`src/rtl/fba_pkg.sv`:
```
package fba_pkg;

    // Bitmap row geometry and fixed field widths
    localparam int ROW_W      = 32;
    localparam int COL_W      = 5;
    localparam int ADDR_W     = 32;
    localparam int SIZE_W     = 16;
    localparam int OUT_IDX_W  = 6;

    localparam logic [SIZE_W-1:0] BLOCK_SIZE_RESET = 16'd16;

    typedef enum logic {
        OP_ALLOC = 1'b0,
        OP_FREE  = 1'b1
    } op_t;

    typedef enum logic [1:0] {
        STATUS_OK        = 2'd0,
        STATUS_EXHAUSTED = 2'd1,
        STATUS_INVALID   = 2'd2
    } status_t;

    typedef enum logic {
        CFG_POOL_BASE  = 1'b0,
        CFG_BLOCK_SIZE = 1'b1
    } cfg_index_t;

    typedef enum logic [3:0] {
        ST_IDLE,
        ST_A_RD,
        ST_A_CHK,
        ST_MUL,
        ST_F_ADDR,
        ST_DIV,
        ST_F_RD,
        ST_F_CHK,
        ST_DONE
    } state_t;

    // Position of the lowest set bit of a row; zero when the row is empty
    function automatic logic [COL_W-1:0] lowest_set(input logic [ROW_W-1:0] v);
        logic [COL_W-1:0] pos;
        pos = '0;
        for (int i = ROW_W - 1; i >= 0; i--)
        begin
            if (v[i])
            begin
                pos = COL_W'(i);
            end
        end
        return pos;
    endfunction

endpackage

```
`src/rtl/fba_if.sv`:
```
interface fba_req_if;
    logic        valid;
    logic        ready;
    logic        operation;
    logic [31:0] free_address;

    modport source (output valid, output operation, output free_address, input ready);
    modport sink   (input valid, input operation, input free_address, output ready);
endinterface

interface fba_rsp_if;
    logic        valid;
    logic        ready;
    logic [31:0] block_address;
    logic [5:0]  block_index;
    logic [1:0]  status;
    logic        exhausted;

    modport source (output valid, output block_address, output block_index,
                    output status, output exhausted, input ready);
    modport sink   (input valid, input block_address, input block_index,
                    input status, input exhausted, output ready);
endinterface

```
`src/rtl/fixed_block_bitmap_allocator.sv`:
```
// Fixed-size block allocator. Allocate returns the lowest free block of a pool of
// NUM_BLOCKS equal blocks as pool_base + index * block_size; free takes any address
// inside an outstanding block and releases it. Free marks live in a synchronous RAM
// of 32-bit rows, all free after reset through per-row valid flags (no clearing
// pass). One request is in work at a time: an allocate reads and checks bitmap
// rows in turn up to the first row with a free block, then forms the address; an
// allocate that finds no free block reports exhausted after the last row. A free
// runs the bit-serial 32-step divider that turns the address offset into a block
// index (skipped when the address lies below the base or the block size is zero).
// A result waits in an output register; a new request is taken once the previous
// result has been loaded there.
module fixed_block_bitmap_allocator #(
    parameter int NUM_BLOCKS = 64
) (
    input  logic        clk,
    input  logic        rst_n,
    input  logic        cfg_we,
    input  logic        cfg_index,
    input  logic [31:0] cfg_data,
    fba_req_if.sink     req,
    fba_rsp_if.source   rsp
);
    import fba_pkg::*;

    localparam int NUM_ROWS  = (NUM_BLOCKS + ROW_W - 1) / ROW_W;
    localparam int ROW_AW    = (NUM_ROWS > 1) ? $clog2(NUM_ROWS) : 1;
    localparam int IDX_W     = ROW_AW + COL_W;
    localparam int PROD_W    = IDX_W + SIZE_W;
    localparam int LAST_BITS = NUM_BLOCKS - (NUM_ROWS - 1) * ROW_W;
    localparam logic [ROW_W-1:0] LAST_MASK = ROW_W'({ROW_W{1'b1}} >> (ROW_W - LAST_BITS));
    localparam logic [ROW_AW-1:0] LAST_ROW = ROW_AW'(NUM_ROWS - 1);

    state_t              state_reg, state_next;
    op_t                 op_reg, op_next;
    logic [ADDR_W-1:0]   addr_reg, addr_next;
    logic [ROW_AW-1:0]   row_reg, row_next;
    logic [IDX_W-1:0]    idx_reg, idx_next;
    logic [PROD_W-1:0]   prod_reg, prod_next;
    status_t             status_reg, status_next;
    logic                exhausted_reg, exhausted_next;
    logic                rsp_valid_reg, rsp_valid_next;
    logic [ADDR_W-1:0]   out_addr_reg, out_addr_next;
    logic [OUT_IDX_W-1:0] out_idx_reg, out_idx_next;
    status_t             out_status_reg, out_status_next;
    logic                out_exh_reg, out_exh_next;
    logic [ADDR_W-1:0]   pool_base_reg;
    logic [SIZE_W-1:0]   block_size_reg;
    logic [NUM_ROWS-1:0] row_valid_reg;
    logic                rd_valid_reg;

    logic                ram_we, ram_re;
    logic [ROW_AW-1:0]   ram_waddr, ram_raddr;
    logic [ROW_W-1:0]    ram_wdata, ram_rdata;
    logic                div_start, div_done;
    logic [ADDR_W-1:0]   div_quotient;
    logic                req_ready, load_rsp;

    logic [ROW_W-1:0]    eff_row, row_mask, free_bits, col_bit;
    logic [COL_W-1:0]    alloc_col;
    logic                row_found, addr_bad, q_out_of_range, blk_free;
    logic [31:0]         idx_ext;

    fba_ram #(
        .WIDTH (ROW_W),
        .DEPTH (NUM_ROWS)
    ) u_map (
        .clk   (clk),
        .we    (ram_we),
        .waddr (ram_waddr),
        .wdata (ram_wdata),
        .re    (ram_re),
        .raddr (ram_raddr),
        .rdata (ram_rdata)
    );

    fba_div u_div (
        .clk      (clk),
        .rst_n    (rst_n),
        .start    (div_start),
        .dividend (addr_reg - pool_base_reg),
        .divisor  (block_size_reg),
        .done     (div_done),
        .quotient (div_quotient)
    );

    // A row never written reads as all free
    assign eff_row   = rd_valid_reg ? ram_rdata : '1;
    assign row_mask  = (row_reg == LAST_ROW) ? LAST_MASK : '1;
    assign free_bits = eff_row & row_mask;
    assign row_found = |free_bits;
    assign alloc_col = lowest_set(free_bits);
    assign col_bit   = ROW_W'(1) << idx_reg[COL_W-1:0];
    assign blk_free  = |(eff_row & col_bit);
    assign addr_bad  = (addr_reg < pool_base_reg) || (block_size_reg == '0);
    assign q_out_of_range = div_quotient >= ADDR_W'(NUM_BLOCKS);
    assign idx_ext   = 32'(idx_reg);

    // Next state
    always_comb
    begin
        state_next = state_reg;
        case (state_reg)
            ST_IDLE:
            begin
                if (req.valid)
                begin
                    state_next = (op_t'(req.operation) == OP_FREE) ? ST_F_ADDR : ST_A_RD;
                end
            end
            ST_A_RD:   state_next = ST_A_CHK;
            ST_A_CHK:
            begin
                if (row_found)
                begin
                    state_next = ST_MUL;
                end
                else if (row_reg == LAST_ROW)
                begin
                    state_next = ST_DONE;
                end
                else
                begin
                    state_next = ST_A_RD;
                end
            end
            ST_MUL:    state_next = ST_DONE;
            ST_F_ADDR: state_next = addr_bad ? ST_DONE : ST_DIV;
            ST_DIV:
            begin
                if (div_done)
                begin
                    state_next = q_out_of_range ? ST_DONE : ST_F_RD;
                end
            end
            ST_F_RD:   state_next = ST_F_CHK;
            ST_F_CHK:  state_next = ST_DONE;
            ST_DONE:
            begin
                if (!rsp_valid_reg || rsp.ready)
                begin
                    state_next = ST_IDLE;
                end
            end
            default:   state_next = ST_IDLE;
        endcase
    end

    // Control outputs
    always_comb
    begin
        req_ready = 1'b0;
        ram_re    = 1'b0;
        ram_raddr = row_reg;
        ram_we    = 1'b0;
        ram_waddr = row_reg;
        ram_wdata = eff_row & ~(ROW_W'(1) << alloc_col);
        div_start = 1'b0;
        load_rsp  = 1'b0;
        case (state_reg)
            ST_IDLE:   req_ready = 1'b1;
            ST_A_RD:   ram_re = 1'b1;
            ST_A_CHK:  ram_we = row_found;
            ST_F_ADDR: div_start = !addr_bad;
            ST_F_RD:
            begin
                ram_re    = 1'b1;
                ram_raddr = idx_reg[IDX_W-1:COL_W];
            end
            ST_F_CHK:
            begin
                ram_we    = !blk_free;
                ram_waddr = idx_reg[IDX_W-1:COL_W];
                ram_wdata = eff_row | col_bit;
            end
            ST_DONE:   load_rsp = !rsp_valid_reg || rsp.ready;
            default:   req_ready = 1'b0;
        endcase
    end

    // Datapath next values
    always_comb
    begin
        op_next         = op_reg;
        addr_next       = addr_reg;
        row_next        = row_reg;
        idx_next        = idx_reg;
        prod_next       = prod_reg;
        status_next     = status_reg;
        exhausted_next  = exhausted_reg;
        rsp_valid_next  = rsp_valid_reg;
        out_addr_next   = out_addr_reg;
        out_idx_next    = out_idx_reg;
        out_status_next = out_status_reg;
        out_exh_next    = out_exh_reg;

        if (rsp_valid_reg && rsp.ready)
        begin
            rsp_valid_next = 1'b0;
        end

        case (state_reg)
            ST_IDLE:
            begin
                if (req.valid)
                begin
                    op_next     = op_t'(req.operation);
                    addr_next   = req.free_address;
                    row_next    = '0;
                    idx_next    = '0;
                    status_next = STATUS_OK;
                end
            end
            ST_A_CHK:
            begin
                if (row_found)
                begin
                    idx_next = {row_reg, alloc_col};
                end
                else if (row_reg == LAST_ROW)
                begin
                    status_next    = STATUS_EXHAUSTED;
                    exhausted_next = 1'b1;
                end
                else
                begin
                    row_next = row_reg + 1'b1;
                end
            end
            ST_MUL:    prod_next = idx_reg * block_size_reg;
            ST_F_ADDR:
            begin
                if (addr_bad)
                begin
                    status_next = STATUS_INVALID;
                end
            end
            ST_DIV:
            begin
                if (div_done)
                begin
                    if (q_out_of_range)
                    begin
                        status_next = STATUS_INVALID;
                    end
                    else
                    begin
                        idx_next = div_quotient[IDX_W-1:0];
                    end
                end
            end
            ST_F_CHK:
            begin
                if (blk_free)
                begin
                    status_next = STATUS_INVALID;
                    idx_next    = '0;
                end
                else
                begin
                    exhausted_next = 1'b0;
                end
            end
            ST_DONE:
            begin
                if (load_rsp)
                begin
                    rsp_valid_next  = 1'b1;
                    out_status_next = status_reg;
                    out_exh_next    = exhausted_reg;
                    out_idx_next    = (status_reg == STATUS_OK) ? idx_ext[OUT_IDX_W-1:0] : '0;
                    out_addr_next   = (status_reg == STATUS_OK && op_reg == OP_ALLOC) ?
                                      pool_base_reg + ADDR_W'(prod_reg) : '0;
                end
            end
            default:   op_next = op_reg;
        endcase
    end

    always_ff @(posedge clk or negedge rst_n)
    begin
        if (!rst_n)
        begin
            state_reg      <= ST_IDLE;
            exhausted_reg  <= 1'b0;
            rsp_valid_reg  <= 1'b0;
            row_valid_reg  <= '0;
            pool_base_reg  <= '0;
            block_size_reg <= BLOCK_SIZE_RESET;
        end
        else
        begin
            state_reg     <= state_next;
            exhausted_reg <= exhausted_next;
            rsp_valid_reg <= rsp_valid_next;
            if (ram_we)
            begin
                row_valid_reg[ram_waddr] <= 1'b1;
            end
            if (cfg_we)
            begin
                case (cfg_index_t'(cfg_index))
                    CFG_POOL_BASE:  pool_base_reg  <= cfg_data;
                    CFG_BLOCK_SIZE: block_size_reg <= cfg_data[SIZE_W-1:0];
                    default:        pool_base_reg  <= pool_base_reg;
                endcase
            end
        end
    end

    always_ff @(posedge clk)
    begin
        op_reg         <= op_next;
        addr_reg       <= addr_next;
        row_reg        <= row_next;
        idx_reg        <= idx_next;
        prod_reg       <= prod_next;
        status_reg     <= status_next;
        out_addr_reg   <= out_addr_next;
        out_idx_reg    <= out_idx_next;
        out_status_reg <= out_status_next;
        out_exh_reg    <= out_exh_next;
        if (ram_re)
        begin
            rd_valid_reg <= row_valid_reg[ram_raddr];
        end
    end

    assign req.ready         = req_ready;
    assign rsp.valid         = rsp_valid_reg;
    assign rsp.block_address = out_addr_reg;
    assign rsp.block_index   = out_idx_reg;
    assign rsp.status        = out_status_reg;
    assign rsp.exhausted     = out_exh_reg;

    a_exh_rise: assert property (@(posedge clk) disable iff (!rst_n)
        $rose(exhausted_reg) |-> ($past(state_reg) == ST_A_CHK && $past(op_reg) == OP_ALLOC))
        else $error("exhausted flag set outside a failed allocate");

    a_div_done: assert property (@(posedge clk) disable iff (!rst_n)
        div_done |-> state_reg == ST_DIV)
        else $error("divider finished while no free was waiting on it");

    a_exh_status: assert property (@(posedge clk) disable iff (!rst_n)
        (rsp_valid_reg && out_status_reg == STATUS_EXHAUSTED) |-> out_exh_reg)
        else $error("exhausted result without sticky flag");

    a_free_idx: assert property (@(posedge clk) disable iff (!rst_n)
        state_reg == ST_F_RD |-> idx_ext < 32'(NUM_BLOCKS))
        else $error("free index beyond pool reached the bitmap");

endmodule

```
`src/rtl/fba_ram.sv`:
```
module fba_ram #(
    parameter int WIDTH = 32,
    parameter int DEPTH = 2
) (
    input  logic                                  clk,
    input  logic                                  we,
    input  logic [((DEPTH > 1) ? $clog2(DEPTH) : 1)-1:0] waddr,
    input  logic [WIDTH-1:0]                      wdata,
    input  logic                                  re,
    input  logic [((DEPTH > 1) ? $clog2(DEPTH) : 1)-1:0] raddr,
    output logic [WIDTH-1:0]                      rdata
);

    logic [WIDTH-1:0] mem_reg [DEPTH];
    logic [WIDTH-1:0] rdata_reg;

    always_ff @(posedge clk)
    begin
        if (we)
        begin
            mem_reg[waddr] <= wdata;
        end
        if (re)
        begin
            rdata_reg <= mem_reg[raddr];
        end
    end

    assign rdata = rdata_reg;

endmodule

```
`src/rtl/fba_div.sv`:
```
module fba_div (
    input  logic                      clk,
    input  logic                      rst_n,
    input  logic                      start,
    input  logic [fba_pkg::ADDR_W-1:0] dividend,
    input  logic [fba_pkg::SIZE_W-1:0] divisor,
    output logic                      done,
    output logic [fba_pkg::ADDR_W-1:0] quotient
);
    import fba_pkg::*;

    localparam int CNT_W = $clog2(ADDR_W);

    logic              busy_reg,  busy_next;
    logic              done_reg,  done_next;
    logic [CNT_W-1:0]  cnt_reg,   cnt_next;
    logic [ADDR_W-1:0] quo_reg,   quo_next;
    logic [SIZE_W-1:0] rem_reg,   rem_next;
    logic [SIZE_W-1:0] dvs_reg,   dvs_next;

    logic [SIZE_W:0]   shifted;
    logic [SIZE_W+1:0] diff;

    // One restoring step per cycle, quotient bits shift in behind the dividend
    assign shifted = {rem_reg, quo_reg[ADDR_W-1]};
    assign diff    = {1'b0, shifted} - {2'b00, dvs_reg};

    always_comb
    begin
        busy_next = busy_reg;
        done_next = 1'b0;
        cnt_next  = cnt_reg;
        quo_next  = quo_reg;
        rem_next  = rem_reg;
        dvs_next  = dvs_reg;
        if (start)
        begin
            busy_next = 1'b1;
            cnt_next  = '0;
            quo_next  = dividend;
            rem_next  = '0;
            dvs_next  = divisor;
        end
        else if (busy_reg)
        begin
            if (!diff[SIZE_W+1])
            begin
                rem_next = diff[SIZE_W-1:0];
                quo_next = {quo_reg[ADDR_W-2:0], 1'b1};
            end
            else
            begin
                rem_next = shifted[SIZE_W-1:0];
                quo_next = {quo_reg[ADDR_W-2:0], 1'b0};
            end
            cnt_next = cnt_reg + 1'b1;
            if (cnt_reg == CNT_W'(ADDR_W - 1))
            begin
                busy_next = 1'b0;
                done_next = 1'b1;
            end
        end
    end

    always_ff @(posedge clk or negedge rst_n)
    begin
        if (!rst_n)
        begin
            busy_reg <= 1'b0;
            done_reg <= 1'b0;
            cnt_reg  <= '0;
        end
        else
        begin
            busy_reg <= busy_next;
            done_reg <= done_next;
            cnt_reg  <= cnt_next;
        end
    end

    always_ff @(posedge clk)
    begin
        quo_reg <= quo_next;
        rem_reg <= rem_next;
        dvs_reg <= dvs_next;
    end

    assign done     = done_reg;
    assign quotient = quo_reg;

endmodule
```
`src/flat_wrapper.sv`:
```
// flat-port wrapper written by rule: the top's interface ports become plain ports
module fixed_block_bitmap_allocator_flat import fba_pkg::*;
#(
    parameter int NUM_BLOCKS = 64
)
  (clk, rst_n, cfg_we, cfg_index, cfg_data, req_valid, req_operation, req_free_address, req_ready, rsp_valid, rsp_block_address, rsp_block_index, rsp_status, rsp_exhausted, rsp_ready);
  fba_req_if req_i ();
  fba_rsp_if rsp_i ();
  input  logic clk;
  input  logic rst_n;
  input  logic cfg_we;
  input  logic cfg_index;
  input  logic [31:0] cfg_data;
  input wire logic [$bits(req_i.valid)-1:0] req_valid;
  input wire logic [$bits(req_i.operation)-1:0] req_operation;
  input wire logic [$bits(req_i.free_address)-1:0] req_free_address;
  output wire logic [$bits(req_i.ready)-1:0] req_ready;
  output wire logic [$bits(rsp_i.valid)-1:0] rsp_valid;
  output wire logic [$bits(rsp_i.block_address)-1:0] rsp_block_address;
  output wire logic [$bits(rsp_i.block_index)-1:0] rsp_block_index;
  output wire logic [$bits(rsp_i.status)-1:0] rsp_status;
  output wire logic [$bits(rsp_i.exhausted)-1:0] rsp_exhausted;
  input wire logic [$bits(rsp_i.ready)-1:0] rsp_ready;
  assign req_i.valid = req_valid;
  assign req_i.operation = req_operation;
  assign req_i.free_address = req_free_address;
  assign req_ready = req_i.ready;
  assign rsp_valid = rsp_i.valid;
  assign rsp_block_address = rsp_i.block_address;
  assign rsp_block_index = rsp_i.block_index;
  assign rsp_status = rsp_i.status;
  assign rsp_exhausted = rsp_i.exhausted;
  assign rsp_i.ready = rsp_ready;
  fixed_block_bitmap_allocator #(.NUM_BLOCKS(NUM_BLOCKS)) u_core (.clk(clk), .rst_n(rst_n), .cfg_we(cfg_we), .cfg_index(cfg_index), .cfg_data(cfg_data), .req(req_i), .rsp(rsp_i));
endmodule
```
`config.mk`:
```
export PLATFORM = sky130hd
export DESIGN_NAME = fixed_block_bitmap_allocator_flat
export DESIGN_NICKNAME = d
export VERILOG_FILES = /design/src/rtl/fba_pkg.sv /design/src/rtl/fba_if.sv /design/src/rtl/fixed_block_bitmap_allocator.sv /design/src/rtl/fba_ram.sv /design/src/rtl/fba_div.sv /design/src/flat_wrapper.sv
export SDC_FILE = /design/constraint.sdc
export NUM_CORES = 1
export LEC_CHECK = 0
export BUFFER_PORTS_ARGS = -buffer_cell sky130_fd_sc_hd__buf_2
export CAP_MARGIN = 20
export CORE_MARGIN = 10
export CORE_UTILIZATION = 31
export DETAILED_ROUTE_END_ITERATION = 12
export MAX_ROUTING_LAYER = met4
export PLACE_DENSITY_LB_ADDON = 0.12
export SLEW_MARGIN = 10
export SYNTH_ARGS = -nofsm -noshare
export SYNTH_HDL_FRONTEND = slang
export SYNTH_SLANG_ARGS = --single-unit
```
`constraint.sdc`:
```
create_clock -name clk -period 6.3 [get_ports clk]
set_clock_uncertainty 0.2 [all_clocks]
set_input_delay 0.315 -clock clk [delete_from_list [all_inputs] [get_ports clk]]
set_output_delay 0.315 -clock clk [all_outputs]
set_load 0.02 [all_outputs]
```
==> summary.md, run 1 <==
| Metric | Value |
|---|---|
| Critical Path RT | 6.41 ns |
| Least-Margin Pin Slew | around 1.0 ns |
| Crit path cell chain | buf_4 > nand2_1 > fa_1 > inv_1 > ha_1 > inv_1 > fa_1 > inv_1 > fa_1 > a21o_1 > a21oi_1 > o211ai_1 > a31o_2 > a21oi_1 > nor2b_1 > o41a_1 > a211oi_1 > a21oi_1 > xor2_1 |
| Initial Util | 31.2% |
| Final Critical Period | 5.57 ns |
| Met3 Track Usage GR | 2.79% |
| Layout cells sized above 1 | a little over an eighth |
| Crit-path leading delay family | compound AO/OA/AOI/OAI gates |
| Fin. Hold Viols | 0 |
| Max Cap Violations | 0 |
| Leakage power | 9.16 nW |
| Place WS | 0.737 ns |
| PortBufs | 113 |
| Number of global-route vias before repair | 15000 |
| Syn_nets | roughly 2100 |
| Initial antenna violation count | 0 |
| Die width | about 270 um |
| Bufs and invs on worst path | 4 |
| Max VDD drop | 275 uV |
| Worst slew margin | 31.4% |
| Grt met1 use | 22.9% |
| Fillcell total | 6332 |
| TritonCTS clock tree | done |
| Top_reg_cell synth | edfxtp_1 |
| Max-slew violations | 0 |
| Syn. warnings | 0 |
| Cell area power density | 526 nW/um^2 |
| CP max FO | 21 |
| Per-cell routed wire length | 20.2 um |
| Die height | 272 um |
| Nets | 2269 |
| Initial DRT Pass Iterations | 5 |
| Core Area | 62900 sq um |
| Mapped Cells | 1858 |
| # IOs | approximately 110 |
| Critical Path Sink Type | flip-flop |
| Final period util | between 80% and 90% |
| GRT overflow | 0 |
| Post-Place Cells | 2770 |
| CP Launch Type | flip-flop |
| Global-route wire length before repair | 90800 um |
| Fraction of registers with async set/reset | between 10% and 20% |
| Worst min path class | primary input to flip-flop |
| Die ar. | 73700 sq um |
| GPL Wtd Cong | between 0.8 and 0.9 |
| Worst EP arrival | 5.68 ns |
| Register area share after synthesis | 48.0% |
| Layout area overhead | 17.9% |
| Crit Path Category | flip-flop to flip-flop |
| # hold bufs at CTS | 67 |
| Max reg flops | 64 |
| Clock transition at the registers of the reported paths | 0.06 ns |
| Slowest-stage cell, CP | edfxtp_1 |
| Hpwl dp | 42900 um |
| Root Buffer | clkbuf_16 |
| Largest net degree at the start of global routing | 70 |
| Library cells used by synthesis | 84 |
| Final design utilization | 36.8% |
| Setup TNS | 0 ns |
| #FFs+latches synth | 329 |
| RSZ-0062 raised after global routing | false |
| Number of CTS-inserted buffers | 40 |
| Mapped cell area | 19600 sq um |
| Pwr Total | 12.2 mW |
| Antenna Nets Post-Route | 0 |
| Fin cells | ~2900 |
| Sink Count | approximately 330 |
| Final worst slack | around 0.73 ns |
| Vias | 14600 |
| Global-route usage over all layers | between 15 and 20% |
| Clk Latency, worst-skew pair | 0.56 ns |
| Ratio of routed vias to standard cells | 5.03 |
| Fmax | 0.180 GHz |
| Initial DRC Count | around 970 |
| Status | finished clean |
| Remaining DRCs | 0 |
| Depth of the CTS H-tree | 2 |
| Post-CTS Resized | 0 |
| Syn Area/Cell | around 11 sq um |
| Setup violators final | 0 |
| GR peak layer | met2 |
| Critical path's largest stage delay | around 0.64 ns |
| Met2 Track Usage GR | between 20% and 30% |
| Post-CTS Setup Inserts | 0 |
| Final WL | around 59000 um |
| Post-synth EDFFs | 250 |
| Clock Path Buffers | 3 |
| FP Rows | 92 |
## stage by stage
| stage | instance area [sq um] | hold slack (ns) |
|---|---|---|
| after floorplan | 19600 | -0.181 |
| after global placement | 21100 | 0.241 |
| after detailed placement | 21100 | 0.252 |
| after CTS | 23100 | 0.0802 |
| after global routing | 23100 | 0.147 |
| final | 23100 | 0.124 |
## cell type report
cell class	count	area (sq um)	share of cell area, %
clock buffer	57	1130	4.88
inverter	148	556	2.40
multi-input combinational	1313	9410	40.7
clock inverter	14	156	0.676
timing repair buffer	204	1410	6.08
sequential	329	9410	40.7
antenna	1	2.50	0.0108
tap	846	1060	4.58
## routing by layer
layer	vias to the layer above	part of all wire, %
met4	0	2.4
li1	6977	-
met2	322	43
met5	-	0
met3	83	4.2
met1	7267	50
## where the power goes
group | internal, mW | switching (mW) | total (mW)
registers | 3.21 | 0.444 | 3.65
clock network | 1.37 | 0.939 | 2.31
logic | 2.50 | 3.71 | 6.21
total | 7.08 | 5.09 | 12.2
## worst min-delay path, delay by kind of cell
kind / cells / cell delay (ns)
buf+inv: 1 / 0.12
compound gates: 1 / 0.05
simple gates: 2 / 0.33
## cells by family after synthesis
logic type | share of synthesized area [%]
buffers and inverters | 4.27
xor gates and xnor gates | 3.53
AOI/OAI and AO/OA | 13.8
DFF | 48.0
adders and majority gates | 12.6
and+or+nand+nor | 14.0
muxes | 3.85
## placed cells by master, fill, tap and decap left out, types with 16 or more instances in the layout
cell type,n
o21ai_0,93
o21a_1,18
buf_4,20
nor3_1,35
nor2b_1,24
mux2_2,51
dfxtp_1,16
dlygate4sd3_1,67
nand2_1,232
and2_1,31
nor2_1,113
o21ai_1,25
nor4_1,31
edfxtp_1,250
dfrtp_1,62
nand2b_1,42
mux2i_1,18
inv_1,146
ha_1,102
a21oi_1,126
xnor2_1,51
a21o_1,25
xor2_1,28
clkbuf_16,42
nand3_1,18
buf_2,116
fa_1,60
a211oi_1,24
## synthesized netlist by cell type (all sizes together), types with 4 or more instances
master	count	area share, %
edfxtp	250	38
nand2	232	4.4
inv	147	2.8
a21oi	126	3.2
o21ai	119	3.1
nor2	114	2.2
ha	102	6.5
dfrtp	62	7.9
fa	60	6.1
mux2	51	2.9
xnor2	51	2.3
clkbuf	49	0.94
nand2b	42	1.3
nor3	36	0.92
and2	32	1.0
nor4	31	0.99
xor2	28	1.3
nor2b	27	0.86
a211oi	25	0.98
a21o	25	0.96
buf	19	0.50
nand3	19	0.51
mux2i	18	0.92
o21a	18	0.69
dfxtp	16	1.6
o31ai	13	0.55
a31oi	11	0.35
and3	11	0.35
o211ai	11	0.45
o21bai	10	0.38
nand4	8	0.26
or3	8	0.26
o31a	7	0.32
nor3b	6	0.23
or2	6	0.19
a211o	5	0.22
nand3b	5	0.19
a2111oi	4	0.31
a31o	4	0.18
o311ai	4	0.18
## path summary, 6_finish.rpt
check,start,endpoint,slack (ns),cells past startpoint
worst max-delay path,u_core.idx_reg[1],u_core.prod_reg[21],0.73,19
worst min-delay path,req_valid,u_core.state_reg[1],0.12,4
worst max register to register,u_core.idx_reg[1],u_core.prod_reg[21],0.73,19
worst min register to register,u_core.row_valid_reg[0],u_core.row_valid_reg[0],0.27,1
max in group asynchronous,rst_n,u_core.state_reg[3],4.98,2
min in group asynchronous,rst_n,u_core.pool_base_reg[21],0.25,2
(Power assumes the default switching activity.)
==> inputs of run 2 (changes only) <==
CTS_BUF_LIST = sky130_fd_sc_hd__clkbuf_8 sky130_fd_sc_hd__clkbuf_16   (was not set)
clock period = 5.2 ns   (was 6.3 ns; I/O delays follow)
==> summary.md, run 2 (same netlist as run 1, synthesis figures left out) <==
| Metric | Value |
|---|---|
| Status | finished clean |
| Final Critical Period | 4.99 ns |
| Initial Util | 31.2% |
| TritonCTS clock tree | done |
| Fmax | 0.200 GHz |
| Most common cell after layout, fill and taps aside | edfxtp_1 |
| Global-route wire length before repair | roughly 90000 um |
| Worst min path class | primary input to flip-flop |
| Initial DRC Count | roughly 1200 |
| Remaining DRCs | 0 |
| GRT overflow | 0 |
| Setup violators final | 0 |
| Root Buffer | clkbuf_16 |
| Most frequent cells in the layout | edfxtp_1 (250), nand2_1 (232), inv_1 (151) |
| Final WL | between 50000 and 60000 um |
| Cell area after layout | approximately 24000 sq um |
| Antenna Nets Post-Route | 0 |
| Critical Path Sink Type | flip-flop |
| GPL Wtd Cong | 0.870 |
| Vias | roughly 15000 |
| Max-slew violations | 0 |
| Fin. Hold Viols | 0 |
| CP Launch Type | flip-flop |
| Leakage power | 9.46 nW |
| # IOs | 114 |
| Least-Margin Pin Slew | 1.04 ns |
| CP max FO | 4 |
| Clk Latency, worst-skew pair | between 0.5 and 0.6 ns |
| Largest net degree at the start of global routing | 64 |
| Hpwl dp | 44100 um |
| Worst EP arrival | 5.11 ns |
| Ratio of routed vias to standard cells | 4.99 |
| Critical Path RT | 5.32 ns |
| Initial antenna violation count | 3 |
| Worst slew margin | between 30% and 40% |
| Per-cell routed wire length | 20.2 um |
| Crit Path Category | flip-flop to flip-flop |
| Layout area overhead | 20.6% |
| Die height | 272 um |
| RSZ-0062 raised after global routing | false |
| Layout cells sized above 1 | 15.2% |
| Depth of the CTS H-tree | 2 |
| Max Cap Violations | 0 |
| Die ar. | 73700 sq um |
| Number of global-route vias before repair | 14800 |
| Global-route usage over all layers | between 15 and 20% |
| Number of CTS-inserted buffers | 41 |
| Number of diodes | 0 |
| Die width | 272 um |
| FP Rows | 92 |
| PortBufs | 113 |
| FF+latch area | 9410 sq um |
| Clock Path Buffers | 3 |
| Initial DRT Pass Iterations | 5 |
| Max VDD drop | 310 uV |
| Max reg flops | 64 |
| Area of the multi-input gates | 9430 sq um |
| Sink Count | 329 |
| Clock transition at the registers of the reported paths | 0.06 ns |
| Placed Area | 21400 sq um |
| Nets | 2296 |
| Cell area power density | 648 nW/um^2 |
| Final period util | approximately 96% |
| Core Area | 62900 sq um |
| Fillcell total | 6271 |
| Setup TNS | 0 ns |
## run 2: cell types whose count changed in the layout (fill, tap and decap cells not counted), sizes merged
cell	before	now
clkbuf	58	44
inv	147	154
buf	136	163
clkinvlp	5	3
diode	1	0
clkinv	7	12
bufinv	3	11
## run 2: cell type report
| cell class | instances | share of cell area [%] |
|---|---|---|
| Multi-Input combinational cell | 1313 | 39.9 |
| Sequential cell | 329 | 39.8 |
| Timing Repair Buffer | 230 | 7.07 |
| Clock buffer | 44 | 4.61 |
| Tap cell | 846 | 4.47 |
| Inverter | 148 | 2.35 |
| Clock inverter | 32 | 1.87 |
## run 2: report_power, final
part	switching, mW	total (mW)	leakage, nW	internal, mW
Sequential	0.449	4.34	3.06	3.89
Combinational	4.56	7.75	5.64	3.19
Clock	1.18	3.24	0.759	2.06
## run 2: stage by stage
step                      power, mW  setup slack, ns  utilization, %  instances  hold slack [ns]
final                          15.3            0.208            37.6       2942           0.0569
after global routing           16.6          0.00389            37.6       2942           0.0998
after CTS                      15.5            0.126            37.6       2942           0.0303
after detailed placement       12.0            0.164            34.1       2799            0.238
after global placement         12.1            0.180            34.1       2799            0.239
after floorplan                9.82           0.0120               -       1858           -0.236
## run 2: routing by layer
layer  up-vias  GRT usage (%)  share of wire (%)
met4         0           4.04                2.0
met5         -              -                  0
met3        81           2.79                4.8
met1      7243           23.7                 52
met2       334           22.9                 42
li1       7021              -                  -
## run 2: final timing paths
check                                              from                        to  slack, ns  cells past startpoint
worst min-delay path                          req_valid       u_core.state_reg[1]       0.06                      4
worst max register to register        u_core.idx_reg[2]       u_core.prod_reg[21]       0.21                     17
worst min register to register  u_core.row_valid_reg[1]   u_core.row_valid_reg[1]       0.26                      1
max in group asynchronous                         rst_n   u_core.u_div.cnt_reg[4]       3.93                      2
worst max-delay path                  u_core.idx_reg[2]       u_core.prod_reg[21]       0.21                     17
min in group asynchronous                         rst_n  u_core.pool_base_reg[19]       0.17                      2
## run 2: timing repair
item                                   4_1_cts  5_1_grt
hold buffers                                67        0
buffers inserted                             0        0
resized for setup                            0        7
endpoints found under the hold margin      144        0
setup endpoints to repair                    0        3
## run 2: worst max-delay path, cell delays in order (launching register included)
cell      delay [ns]
edfxtp_1        0.47
and2_4          0.19
fa_1            0.52
inv_1           0.05
fa_1            0.49
fa_1            0.56
inv_1           0.05
ha_1            0.32
a21o_1          0.18
a21oi_2         0.16
o211ai_1        0.14
a31o_2          0.27
a21oi_2         0.16
nor2b_1         0.08
o41a_1          0.35
a211oi_2        0.32
a21oi_2         0.10
xor2_1          0.14
==> inputs of run 3 (changes only) <==
==> constraint.sdc (replaced) <==
create_clock -name clk -period 5.2 [get_ports clk]
set_clock_uncertainty 0.2 [all_clocks]
set_input_delay 0.78 -clock clk [delete_from_list [all_inputs] [get_ports clk]]
set_output_delay 0.78 -clock clk [all_outputs]
set_load 0.02 [all_outputs]
==> summary.md, run 3 (same netlist as run 1, synthesis figures left out) <==
| Metric | Value |
|---|---|
| Global-route wire length before repair | 89600 um |
| Clock Path Buffers | 3 |
| TritonCTS clock tree | done |
| Remaining DRCs | 0 |
| Die width | 272 um |
| Die height | 272 um |
| Max Cap Violations | 0 |
| Hpwl dp | between 40000 and 50000 um |
| Initial Util | 31.2% |
| PortBufs | 113 |
| Internal power | 9.11 mW |
| Cell area power density | 665 nW/um^2 |
| Pwr Total | between 15 and 20 mW |
| Setup TNS | 0 ns |
| Setup violators final | 0 |
| Per-cell routed wire length | approximately 21 um |
| Max reg flops | 64 |
| Initial DRT Pass Iterations | 5 |
| Critical Path Sink Type | flip-flop |
| Sequential share of power | 28.4% |
| Combinational Power Share | between 50% and 60% |
| Final Critical Period | 5.00 ns |
| FP Rows | 92 |
| Root Buffer | clkbuf_16 |
| Initial DRC Count | 1141 |
| Initial antenna violation count | 3 |
| Slowest-stage cell, CP | fa_1 |
| Clk Latency, worst-skew pair | about 0.57 ns |
| R2r worst-path depth | 17 |
| Nets | 2229 |
| Worst min path class | primary input to asynchronous set/reset pin |
| Number of CTS-inserted buffers | 41 |
| Depth of the CTS H-tree | 2 |
| # hold bufs at CTS | 0 |
| Max-slew violations | 0 |
| Die ar. | ~74000 sq um |
| Clock Power Share | 21.2% |
| Worst reg2reg setup slack | 0.20 ns |
| Critical path's largest stage delay | 0.56 ns |
| Crit Path Category | flip-flop to flip-flop |
| Number of global-route vias before repair | 14400 |
| Critical Path RT | ~5.3 ns |
| Worst EP arrival | 5.12 ns |
| Fillcell total | 6325 |
| Leakage power | 9.18 nW |
| Largest net degree at the start of global routing | 64 |
| Hold WS | 0.139 ns |
| Sink Count | between 300 and 400 |
| Fmax | 0.200 GHz |
| CP max FO | 4 |
| CP Launch Type | flip-flop |
| Ratio of routed vias to standard cells | 5.03 |
| Final WL | 59200 um |
| GPL Wtd Cong | 0.870 |
| GRT overflow | 0 |
| Worst slew margin | 29.7% |
| Switching Fraction | approximately two fifths |
| RSZ-0062 raised after global routing | false |
| Place WS | 0.164 ns |
| Layout cells sized above 1 | 15.7% |
| # IOs | 114 |
| Crit path cell chain | and2_4 > fa_1 > inv_1 > fa_1 > fa_1 > inv_1 > ha_1 > a21o_1 > a21oi_2 > o211ai_1 > a31o_2 > a21oi_2 > nor2b_1 > o41a_1 > a211oi_2 > a21oi_2 > xor2_1 |
| Final worst slack | 0.198 ns |
| Max VDD drop | just over 300 uV |
| Most frequent cells in the layout | edfxtp_1 (250), nand2_1 (232), inv_1 (151) |
| Final period util | 96.2% |
| Layout area overhead | 17.2% |
| Most common cell after layout, fill and taps aside | edfxtp_1 |
| Global-route usage over all layers | 16.2% |
| Vias | 14500 |
| Switch Pwr | 6.19 mW |
| Least-Margin Pin Slew | 1.05 ns |
| Status | finished clean |
| Fin. Hold Viols | 0 |
| Clock transition at the registers of the reported paths | ~0.060 ns |
| Antenna Nets Post-Route | 0 |
| Core Area | about 63000 sq um |
run 3: repair_timing:
action | 4_1_cts | 5_1_grt
buffers inserted | 0 | 0
hold endpoints to repair | 0 | 0
gates resized for setup | 0 | 7
endpoints found under the setup margin | 0 | 3
run 3: metal layers:
layer | global-route usage (%) | vias to the layer above | share of wire (%)
met5 | - | - | 0
met1 | 23.6 | 7166 | 51
li1 | - | 6888 | -
met4 | 3.95 | 0 | 1.9
met3 | 2.82 | 75 | 5.5
met2 | 22.7 | 344 | 42
run 3: area by class of cell:
cell class	count	area, sq um	share of cell area, %
Inverter	148	556	2.42
Timing Repair Buffer	163	1000	4.35
Tap cell	846	1060	4.60
Antenna cell	1	2.50	0.0109
Sequential cell	329	9410	40.9
Clock buffer	44	1090	4.74
Multi-Input combinational cell	1313	9430	41.0
Clock inverter	32	443	1.93
run 3: path summary, 6_finish.rpt:
check                                             start                       end
worst min register to register  u_core.row_valid_reg[1]   u_core.row_valid_reg[1]
min in group clk                   req_free_address[30]       u_core.addr_reg[30]
worst max register to register        u_core.idx_reg[2]       u_core.prod_reg[21]
worst max-delay path                  u_core.idx_reg[2]       u_core.prod_reg[21]
max in group asynchronous                         rst_n   u_core.u_div.cnt_reg[4]
worst min-delay path                              rst_n  u_core.pool_base_reg[19]
run 3: critical path: cells and delay by family, from the launching register on:
family,cells,cell delay [ns]
buffers and inverters,2,0.10
adders and majority gates,4,1.89
AOI/OAI and AO/OA,8,1.68
xor gates and xnor gates,1,0.14
DFF,1,0.47
and+or+nand+nor,2,0.27
run 3: per-stage QoR:
stage / area, sq um / std cells / utilization [%]
finish: 23000 / 2876 / 36.6
global route: 23000 / 2875 / 36.6
CTS: 23000 / 2875 / 36.5
detailed placement: 21400 / 2799 / 34.1
global placement: 21400 / 2799 / 34.1
floorplan: 19600 / 1858 / -
run 3: power by group through the flow:
stage	Combinational (mW)	Sequential, mW	Clock [mW]
after floorplan	5.57	4.26	0
after global routing	8.68	4.40	3.44
after global placement	7.68	4.37	0
after detailed placement	7.64	4.37	0
final	7.71	4.34	3.24
after CTS	7.76	4.33	3.34
